==> src/hw/rtl/hsst_pkg.sv <==
package hsst_pkg;

   // configuration register indexes
   localparam int unsigned CSR_INDEX_WIDTH = 1;
   localparam logic [CSR_INDEX_WIDTH-1:0] CSR_DEBOUNCE_TICKS    = 1'b0;
   localparam logic [CSR_INDEX_WIDTH-1:0] CSR_STEP_PERIOD_TICKS = 1'b1;

   localparam int unsigned DEBOUNCE_WIDTH = 16;
   localparam int unsigned PERIOD_WIDTH   = 8;
   localparam int unsigned CSR_DATA_WIDTH = 16;

   localparam logic [DEBOUNCE_WIDTH-1:0] DEBOUNCE_RESET = 16'd30;
   localparam logic [PERIOD_WIDTH-1:0]   PERIOD_RESET   = 8'd2;

   typedef enum logic [1:0] {
      MODE_HALT = 2'd0,
      MODE_FWD  = 2'd1,
      MODE_REV  = 2'd2
   } mode_type;

   typedef struct packed {
      logic [3:0] coil_drive;
      mode_type   run_mode;
      logic [2:0] phase_index;
      logic       step_taken;
   } tick_result_type;

   // half-step coil pattern, bit0 is the first coil
   function automatic logic [3:0] coil_pattern(input logic [2:0] phase);
      logic [3:0] coils;
      case (phase)
         3'd0:    coils = 4'h1;
         3'd1:    coils = 4'h3;
         3'd2:    coils = 4'h2;
         3'd3:    coils = 4'h6;
         3'd4:    coils = 4'h4;
         3'd5:    coils = 4'hC;
         3'd6:    coils = 4'h8;
         3'd7:    coils = 4'h9;
         default: coils = 4'h0;
      endcase
      return coils;
   endfunction

endpackage

==> src/hw/rtl/hsst_debounce.sv <==
module hsst_debounce #(
   parameter int unsigned STABLE_COUNT_WIDTH = 16
) (
   input  logic                                 clock,
   input  logic                                 reset,
   input  logic                                 advance,
   input  logic                                 raw,
   input  logic [hsst_pkg::DEBOUNCE_WIDTH-1:0]  threshold,
   output logic                                 press
);

   localparam int unsigned CmpW = (STABLE_COUNT_WIDTH > hsst_pkg::DEBOUNCE_WIDTH) ?
                                  STABLE_COUNT_WIDTH : hsst_pkg::DEBOUNCE_WIDTH;

   logic                          last_ff, last_in;
   logic                          level_ff, level_in;
   logic [STABLE_COUNT_WIDTH-1:0] count_ff, count_in;
   logic                          accept;

   always_comb begin
      last_in = raw;
      if (raw != last_ff) begin
         count_in = '0;
      end else if (count_ff != {STABLE_COUNT_WIDTH{1'b1}}) begin
         count_in = count_ff + STABLE_COUNT_WIDTH'(1);
      end else begin
         count_in = count_ff;
      end
      // stable long enough and the level really moves
      accept   = (CmpW'(count_in) > CmpW'(threshold)) && (raw != level_ff);
      level_in = accept ? raw : level_ff;
      press    = accept && raw;
   end

   always_ff @(posedge clock) begin
      if (reset) begin
         last_ff  <= 1'b0;
         level_ff <= 1'b0;
         count_ff <= '0;
      end else if (advance) begin
         last_ff  <= last_in;
         level_ff <= level_in;
         count_ff <= count_in;
      end
   end

endmodule

==> src/hw/rtl/hsst_motion.sv <==
module hsst_motion (
   input  logic                                clock,
   input  logic                                reset,
   input  logic                                advance,
   input  logic                                fwd_press,
   input  logic                                rev_press,
   input  logic [hsst_pkg::PERIOD_WIDTH-1:0]   step_period,
   output hsst_pkg::tick_result_type           result
);

   hsst_pkg::mode_type                mode_ff, mode_in;
   logic [2:0]                        phase_ff, phase_in;
   logic [hsst_pkg::PERIOD_WIDTH-1:0] timer_ff, timer_in;
   logic                              running;
   logic                              taken;

   always_comb begin
      mode_in = mode_ff;
      if (fwd_press) begin
         mode_in = (mode_in == hsst_pkg::MODE_FWD) ? hsst_pkg::MODE_HALT : hsst_pkg::MODE_FWD;
      end
      // reverse handled second so it wins a tie
      if (rev_press) begin
         mode_in = (mode_in == hsst_pkg::MODE_REV) ? hsst_pkg::MODE_HALT : hsst_pkg::MODE_REV;
      end
      running  = (mode_in == hsst_pkg::MODE_FWD) || (mode_in == hsst_pkg::MODE_REV);
      taken    = running && (timer_ff == '0);
      phase_in = phase_ff;
      timer_in = '0;
      if (taken) begin
         phase_in = (mode_in == hsst_pkg::MODE_FWD) ? phase_ff + 3'd1 : phase_ff - 3'd1;
         // a zero period behaves as one
         timer_in = (step_period == '0) ? '0 : step_period - hsst_pkg::PERIOD_WIDTH'(1);
      end else if (running) begin
         timer_in = timer_ff - hsst_pkg::PERIOD_WIDTH'(1);
      end
      result.coil_drive  = running ? hsst_pkg::coil_pattern(phase_in) : 4'h0;
      result.run_mode    = mode_in;
      result.phase_index = phase_in;
      result.step_taken  = taken;
   end

   always_ff @(posedge clock) begin
      if (reset) begin
         mode_ff  <= hsst_pkg::MODE_HALT;
         phase_ff <= 3'd0;
         timer_ff <= '0;
      end else if (advance) begin
         mode_ff  <= mode_in;
         phase_ff <= phase_in;
         timer_ff <= timer_in;
      end
   end

endmodule

==> src/hw/rtl/half_step_stepper_toggle_ctrl_top.sv <==
// half-step stepper sequencer with two debounced toggle buttons. each req beat is one
// millisecond tick carrying the raw forward and reverse button levels; each tick gives
// exactly one rsp beat with the coil drive, run mode, phase index and a step flag. the
// block takes one beat every clock cycle while the rsp side keeps up; each request beat goes
// through the input register, then the single pass of debounce, mode and step logic into the
// result register. the result register frees as it is read, so a stalled rsp side only stops
// req once both registers hold a beat. debounce threshold (reset 30) and step period
// (reset 2) must be set via the csr port with no tick in flight; the block does not enforce it.
module half_step_stepper_toggle_ctrl_top #(
   parameter int unsigned STABLE_COUNT_WIDTH = 16
) (
   input  logic                                  clock,
   input  logic                                  reset,
   // request side
   input  logic                                  req_tvalid,
   output logic                                  req_tready,
   input  logic [7:0]                            req_tdata,  // fwd_button_raw, rev_button_raw, zero pad
   // result side
   output logic                                  rsp_tvalid,
   input  logic                                  rsp_tready,
   output logic [15:0]                           rsp_tdata,  // coil_drive[3:0], run_mode[5:4],
                                                             // phase_index[8:6], step_taken[9], zero pad
   // configuration writes
   input  logic                                  csr_we,
   input  logic [hsst_pkg::CSR_INDEX_WIDTH-1:0]  csr_index,
   input  logic [hsst_pkg::CSR_DATA_WIDTH-1:0]   csr_wdata
);

   // configuration registers
   logic [hsst_pkg::DEBOUNCE_WIDTH-1:0] debounce_ticks_ff;
   logic [hsst_pkg::PERIOD_WIDTH-1:0]   step_period_ticks_ff;

   // input register
   logic in_valid_ff, in_valid_in;
   logic in_fwd_ff, in_rev_ff;

   // result register
   logic                      out_valid_ff, out_valid_in;
   hsst_pkg::tick_result_type out_ff;
   hsst_pkg::tick_result_type result;

   logic out_free;   // result register may take a beat this cycle
   logic advance;    // the held tick is worked through this cycle
   logic fwd_press, rev_press;

   always_ff @(posedge clock) begin
      if (reset) begin
         debounce_ticks_ff    <= hsst_pkg::DEBOUNCE_RESET;
         step_period_ticks_ff <= hsst_pkg::PERIOD_RESET;
      end else if (csr_we) begin
         case (csr_index)
            hsst_pkg::CSR_DEBOUNCE_TICKS: begin
               debounce_ticks_ff <= csr_wdata[hsst_pkg::DEBOUNCE_WIDTH-1:0];
            end
            hsst_pkg::CSR_STEP_PERIOD_TICKS: begin
               step_period_ticks_ff <= csr_wdata[hsst_pkg::PERIOD_WIDTH-1:0];
            end
            default: begin
            end
         endcase
      end
   end

   // pipeline handshake: each stage moves when the one after it can take a beat
   assign out_free   = !out_valid_ff || rsp_tready;
   assign advance    = in_valid_ff && out_free;
   assign req_tready = !in_valid_ff || out_free;

   assign in_valid_in  = (req_tvalid && req_tready) || (in_valid_ff && !out_free);
   assign out_valid_in = advance || (out_valid_ff && !rsp_tready);

   always_ff @(posedge clock) begin
      if (reset) begin
         in_valid_ff  <= 1'b0;
         out_valid_ff <= 1'b0;
      end else begin
         in_valid_ff  <= in_valid_in;
         out_valid_ff <= out_valid_in;
      end
   end

   // payload registers, no reset needed
   always_ff @(posedge clock) begin
      if (req_tvalid && req_tready) begin
         in_fwd_ff <= req_tdata[0];
         in_rev_ff <= req_tdata[1];
      end
      if (advance) begin
         out_ff <= result;
      end
   end

   // per-button debounce, state only moves when a tick is worked through
   hsst_debounce #(
      .STABLE_COUNT_WIDTH (STABLE_COUNT_WIDTH)
   ) u_fwd_debounce (
      .clock     (clock),
      .reset     (reset),
      .advance   (advance),
      .raw       (in_fwd_ff),
      .threshold (debounce_ticks_ff),
      .press     (fwd_press)
   );

   hsst_debounce #(
      .STABLE_COUNT_WIDTH (STABLE_COUNT_WIDTH)
   ) u_rev_debounce (
      .clock     (clock),
      .reset     (reset),
      .advance   (advance),
      .raw       (in_rev_ff),
      .threshold (debounce_ticks_ff),
      .press     (rev_press)
   );

   // mode toggling, step timer and coil pattern
   hsst_motion u_motion (
      .clock       (clock),
      .reset       (reset),
      .advance     (advance),
      .fwd_press   (fwd_press),
      .rev_press   (rev_press),
      .step_period (step_period_ticks_ff),
      .result      (result)
   );

   assign rsp_tvalid = out_valid_ff;
   assign rsp_tdata  = {6'd0, out_ff.step_taken, out_ff.phase_index,
                        out_ff.run_mode, out_ff.coil_drive};

endmodule

==> config.mk <==
export PLATFORM = sky130hd
export DESIGN_NAME = half_step_stepper_toggle_ctrl_top
export DESIGN_NICKNAME = d
export VERILOG_FILES = /design/src/hw/rtl/hsst_pkg.sv /design/src/hw/rtl/hsst_debounce.sv /design/src/hw/rtl/hsst_motion.sv /design/src/hw/rtl/half_step_stepper_toggle_ctrl_top.sv
export SDC_FILE = /design/constraint.sdc
export NUM_CORES = 1
export LEC_CHECK = 0
export ABC_CLOCK_PERIOD_IN_PS = 5700
export BUFFER_PORTS_ARGS = -buffer_cell sky130_fd_sc_hd__clkbuf_2
export CAP_MARGIN = 15
export CORE_MARGIN = 3
export CORE_UTILIZATION = 55
export CTS_BUF_LIST = sky130_fd_sc_hd__clkbuf_2
export CTS_CLUSTER_SIZE = 16
export DETAILED_ROUTE_END_ITERATION = 10
export PLACE_DENSITY = 0.74
export RECOVER_POWER = 25
export SLEW_MARGIN = 20
export SYNTH_ARGS = -nofsm -noshare
export SYNTH_HDL_FRONTEND = slang
export SYNTH_SLANG_ARGS = --single-unit
export TNS_END_PERCENT = 10
==> constraint.sdc <==
create_clock -name clock -period 5.7 [get_ports clock]
set_input_delay 1.14 -clock clock [delete_from_list [all_inputs] [get_ports clock]]
set_output_delay 1.14 -clock clock [all_outputs]
set_load 0.01 [all_outputs]
==> metrics.txt <==
post-synthesis mux area share=0.749%; crit path DAT=5.91 ns; design area=5950 µm²; CP endpoint kind=flip-flop; xor/xnor cell area share of the yosys netlist=5.88%; final worst slack=0.334 ns; CTS Buf Count=9; RSZ-0062 raised after global routing=false; P per Cell Area=183 nW/µm²; Final Hold Viols=0; Post-Synthesis Cells=693; Global Route met3 Usage=4.07%; compound-cell area share of the yosys netlist=20.1%; non-filler instance count after layout=849; maximum vdd drop=0.0000923 V; Placer Congestion=0.854; register bit total from synthesis=87; largest net degree at the start of global routing=42; GR Util met2=38.6%; Slew Limit Fails=0; GRT busiest layer=met2; Max Cap Viol=0; Iteration-0 DRC Markers=265; Clock Path Buffers=2; commonest cells after routing, fill and taps aside=nand2_1 (84), a21oi_1 (70), dfxtp_1 (67); vias in the first global route=4625; Port Buffers=35; commonest non-fill, non-tap cell in the layout=nand2_1; Final Skew=0.0363 ns; remaining antenna violation count=0; WS Path Type=reg2reg; CTS sink count=87; met1 GRT Util=27.9%; P&R area growth vs syn=8.04%; CTS Hold Bufs=0; GRT Total Usage=22.6%; Hold Slack=0.472 ns; Fin Setup TNS=0 ns; Worst EP required=6.24 ns; syn_area_per_cell=7.95 µm²; post-DR wirelength/cell=14.8 µm; root buf cell=clkbuf_2; htree depth=3; Post-Route WL=12600 µm; Mapped Area=5510 µm²; antenna violations before repair=0; clk slew on worst S/H paths=0.27 ns; DR pass1 iterations=7; run status=complete, no violations; Simple-Gate Fraction of Synth Area=24.6%; leak pwr=2.29 nW; max_slew headroom=8.38%; clk_lat worst skew=0.59 ns; die area=11300 µm²; DP HPWL=9160 µm; placeable core area=9500 µm²; Async SR Flop Fraction=0%; DP Area=5780 µm²; Finish-stage setup viols=0; Warnings, synthesis=0; Hold Path Class=reg2reg; worst slew pin tran=1.37 ns; register area share after synthesis=33.8%; ys flop type=dfxtp_1; ANT cells=0; residual DRC count=0; largest family of logic cells by synthesized area=simple AND/OR/NAND/NOR gates; Adder-Cell Fraction of Synth Area=8.77%; grt total ovfl=0; fmax=186 MHz; Finished Core Util=62.6%; Crit Path Max Fanout=9; Final Power=1.09 mW; Die X=106 µm; num rows=35; Via Count=4994; DP Worst Slack=0.0711 ns; Critical Path Source Type=flip-flop; Tmin final=5.37 ns; I/O pin count=48; Net count, final=783; first-pass GRT wire length=20900 µm; vias per inst=5.88; EDFF count, synth=12; CTS tree=yes; # placed instances=833; die height=106 µm; synth unique cells=70; Initial Utilization=58.0%; share of layout cells above drive strength 1=14.9%; Final Cycle Share=94.1%
worst paths after layout:
check / startpoint / cells after the start / endpoint / slack [ns]
worst max-delay path: u_rev_debounce.count_ff[4] / 21 / u_motion.timer_ff[2] / 0.33
worst min-delay path: debounce_ticks_ff[15] / 2 / debounce_ticks_ff[15] / 0.47
worst max register to register: u_rev_debounce.count_ff[4] / 21 / u_motion.timer_ff[2] / 0.33
worst min register to register: debounce_ticks_ff[15] / 2 / debounce_ticks_ff[15] / 0.47
cells in the mapped netlist, drive strengths merged (20+ instances only):
| library cell | n | area share [%] |
|---|---|---|
| o21ai | 33 | 3.0 |
| clkbuf | 28 | 1.9 |
| nand3 | 31 | 2.9 |
| nor3 | 20 | 1.9 |
| a21oi | 74 | 6.9 |
| dfxtp | 75 | 27 |
| inv | 34 | 2.3 |
| nor2 | 62 | 4.2 |
| nand2 | 85 | 5.8 |
| ha | 37 | 8.4 |
| xor2 | 22 | 3.5 |
per-layer routing:
| metal | routed length [µm] | part of all wire, % |
|---|---|---|
| met3 | 533 | 4.2 |
| met4 | 367 | 2.9 |
| met1 | 5480 | 44 |
| met5 | 0 | 0 |
| met2 | 6180 | 49 |
cell type report:
class	count	area [µm²]
Sequential cell	87	1880
Inverter	35	131
Multi-Input combinational cell	533	3400
Fill cell	874	3550
Tap cell	129	161
Clock buffer	9	45.0
Clock inverter	7	55.1
Timing Repair Buffer	49	274
flip-flops by register name (all words and copies together) (netlist names):
register	cells
step_period_ticks_ff	8
in_rev_ff	1
u_fwd_debounce.last_ff	1
in_valid_ff	1
u_motion.timer_ff	8
in_fwd_ff	1
rsp_tvalid	1
u_rev_debounce.level_ff	1
u_motion.phase_ff	3
u_fwd_debounce.count_ff	16
u_rev_debounce.count_ff	16
rsp_tdata	10
u_rev_debounce.last_ff	1
debounce_ticks_ff	16
u_fwd_debounce.level_ff	1
u_motion.mode_ff	2
kinds of logic (layout without fill, tap and decap cells):
family / Yosys count / after routing
AOI/OAI and AO/OA: 174 / 174
xor gates and xnor gates: 37 / 37
adders and majority gates: 38 / 38
buffers and inverters: 78 / 100
DFF: 87 / 87
muxes: 4 / 4
other: 1 / 6
and+or+nand+nor: 274 / 274
worst max-delay path: stages, from the launching register on:
cell,delay (ns)
dfxtp_4,0.46
and4_1,0.28
and3_1,0.26
and4_2,0.31
nor3b_2,0.23
and3_1,0.18
nor3_1,0.05
ha_1,0.39
nand4_2,0.16
or4_4,0.59
a21o_1,0.21
a31oi_4,0.30
a41oi_2,0.07
nor2b_2,0.19
ha_1,0.32
nor4b_2,0.27
and2_2,0.24
buf_4,0.15
o31ai_1,0.17
o32ai_1,0.22
a22oi_1,0.12
nor2_1,0.12
report_power, final:
| part | switching (mW) | leakage (nW) | internal [mW] |
|---|---|---|---|
| clock network | 0.234 | 0.0589 | 0.0613 |
| registers | 0.0121 | 0.731 | 0.637 |
| logic | 0.0940 | 1.50 | 0.0517 |
repair_timing:
item	CTS	global route
setup endpoints to repair	6	17
resized for setup	1	24
setup buffers	0	0
pin swaps	0	1
No activity file was read; power rests on OpenSTA's default activity.
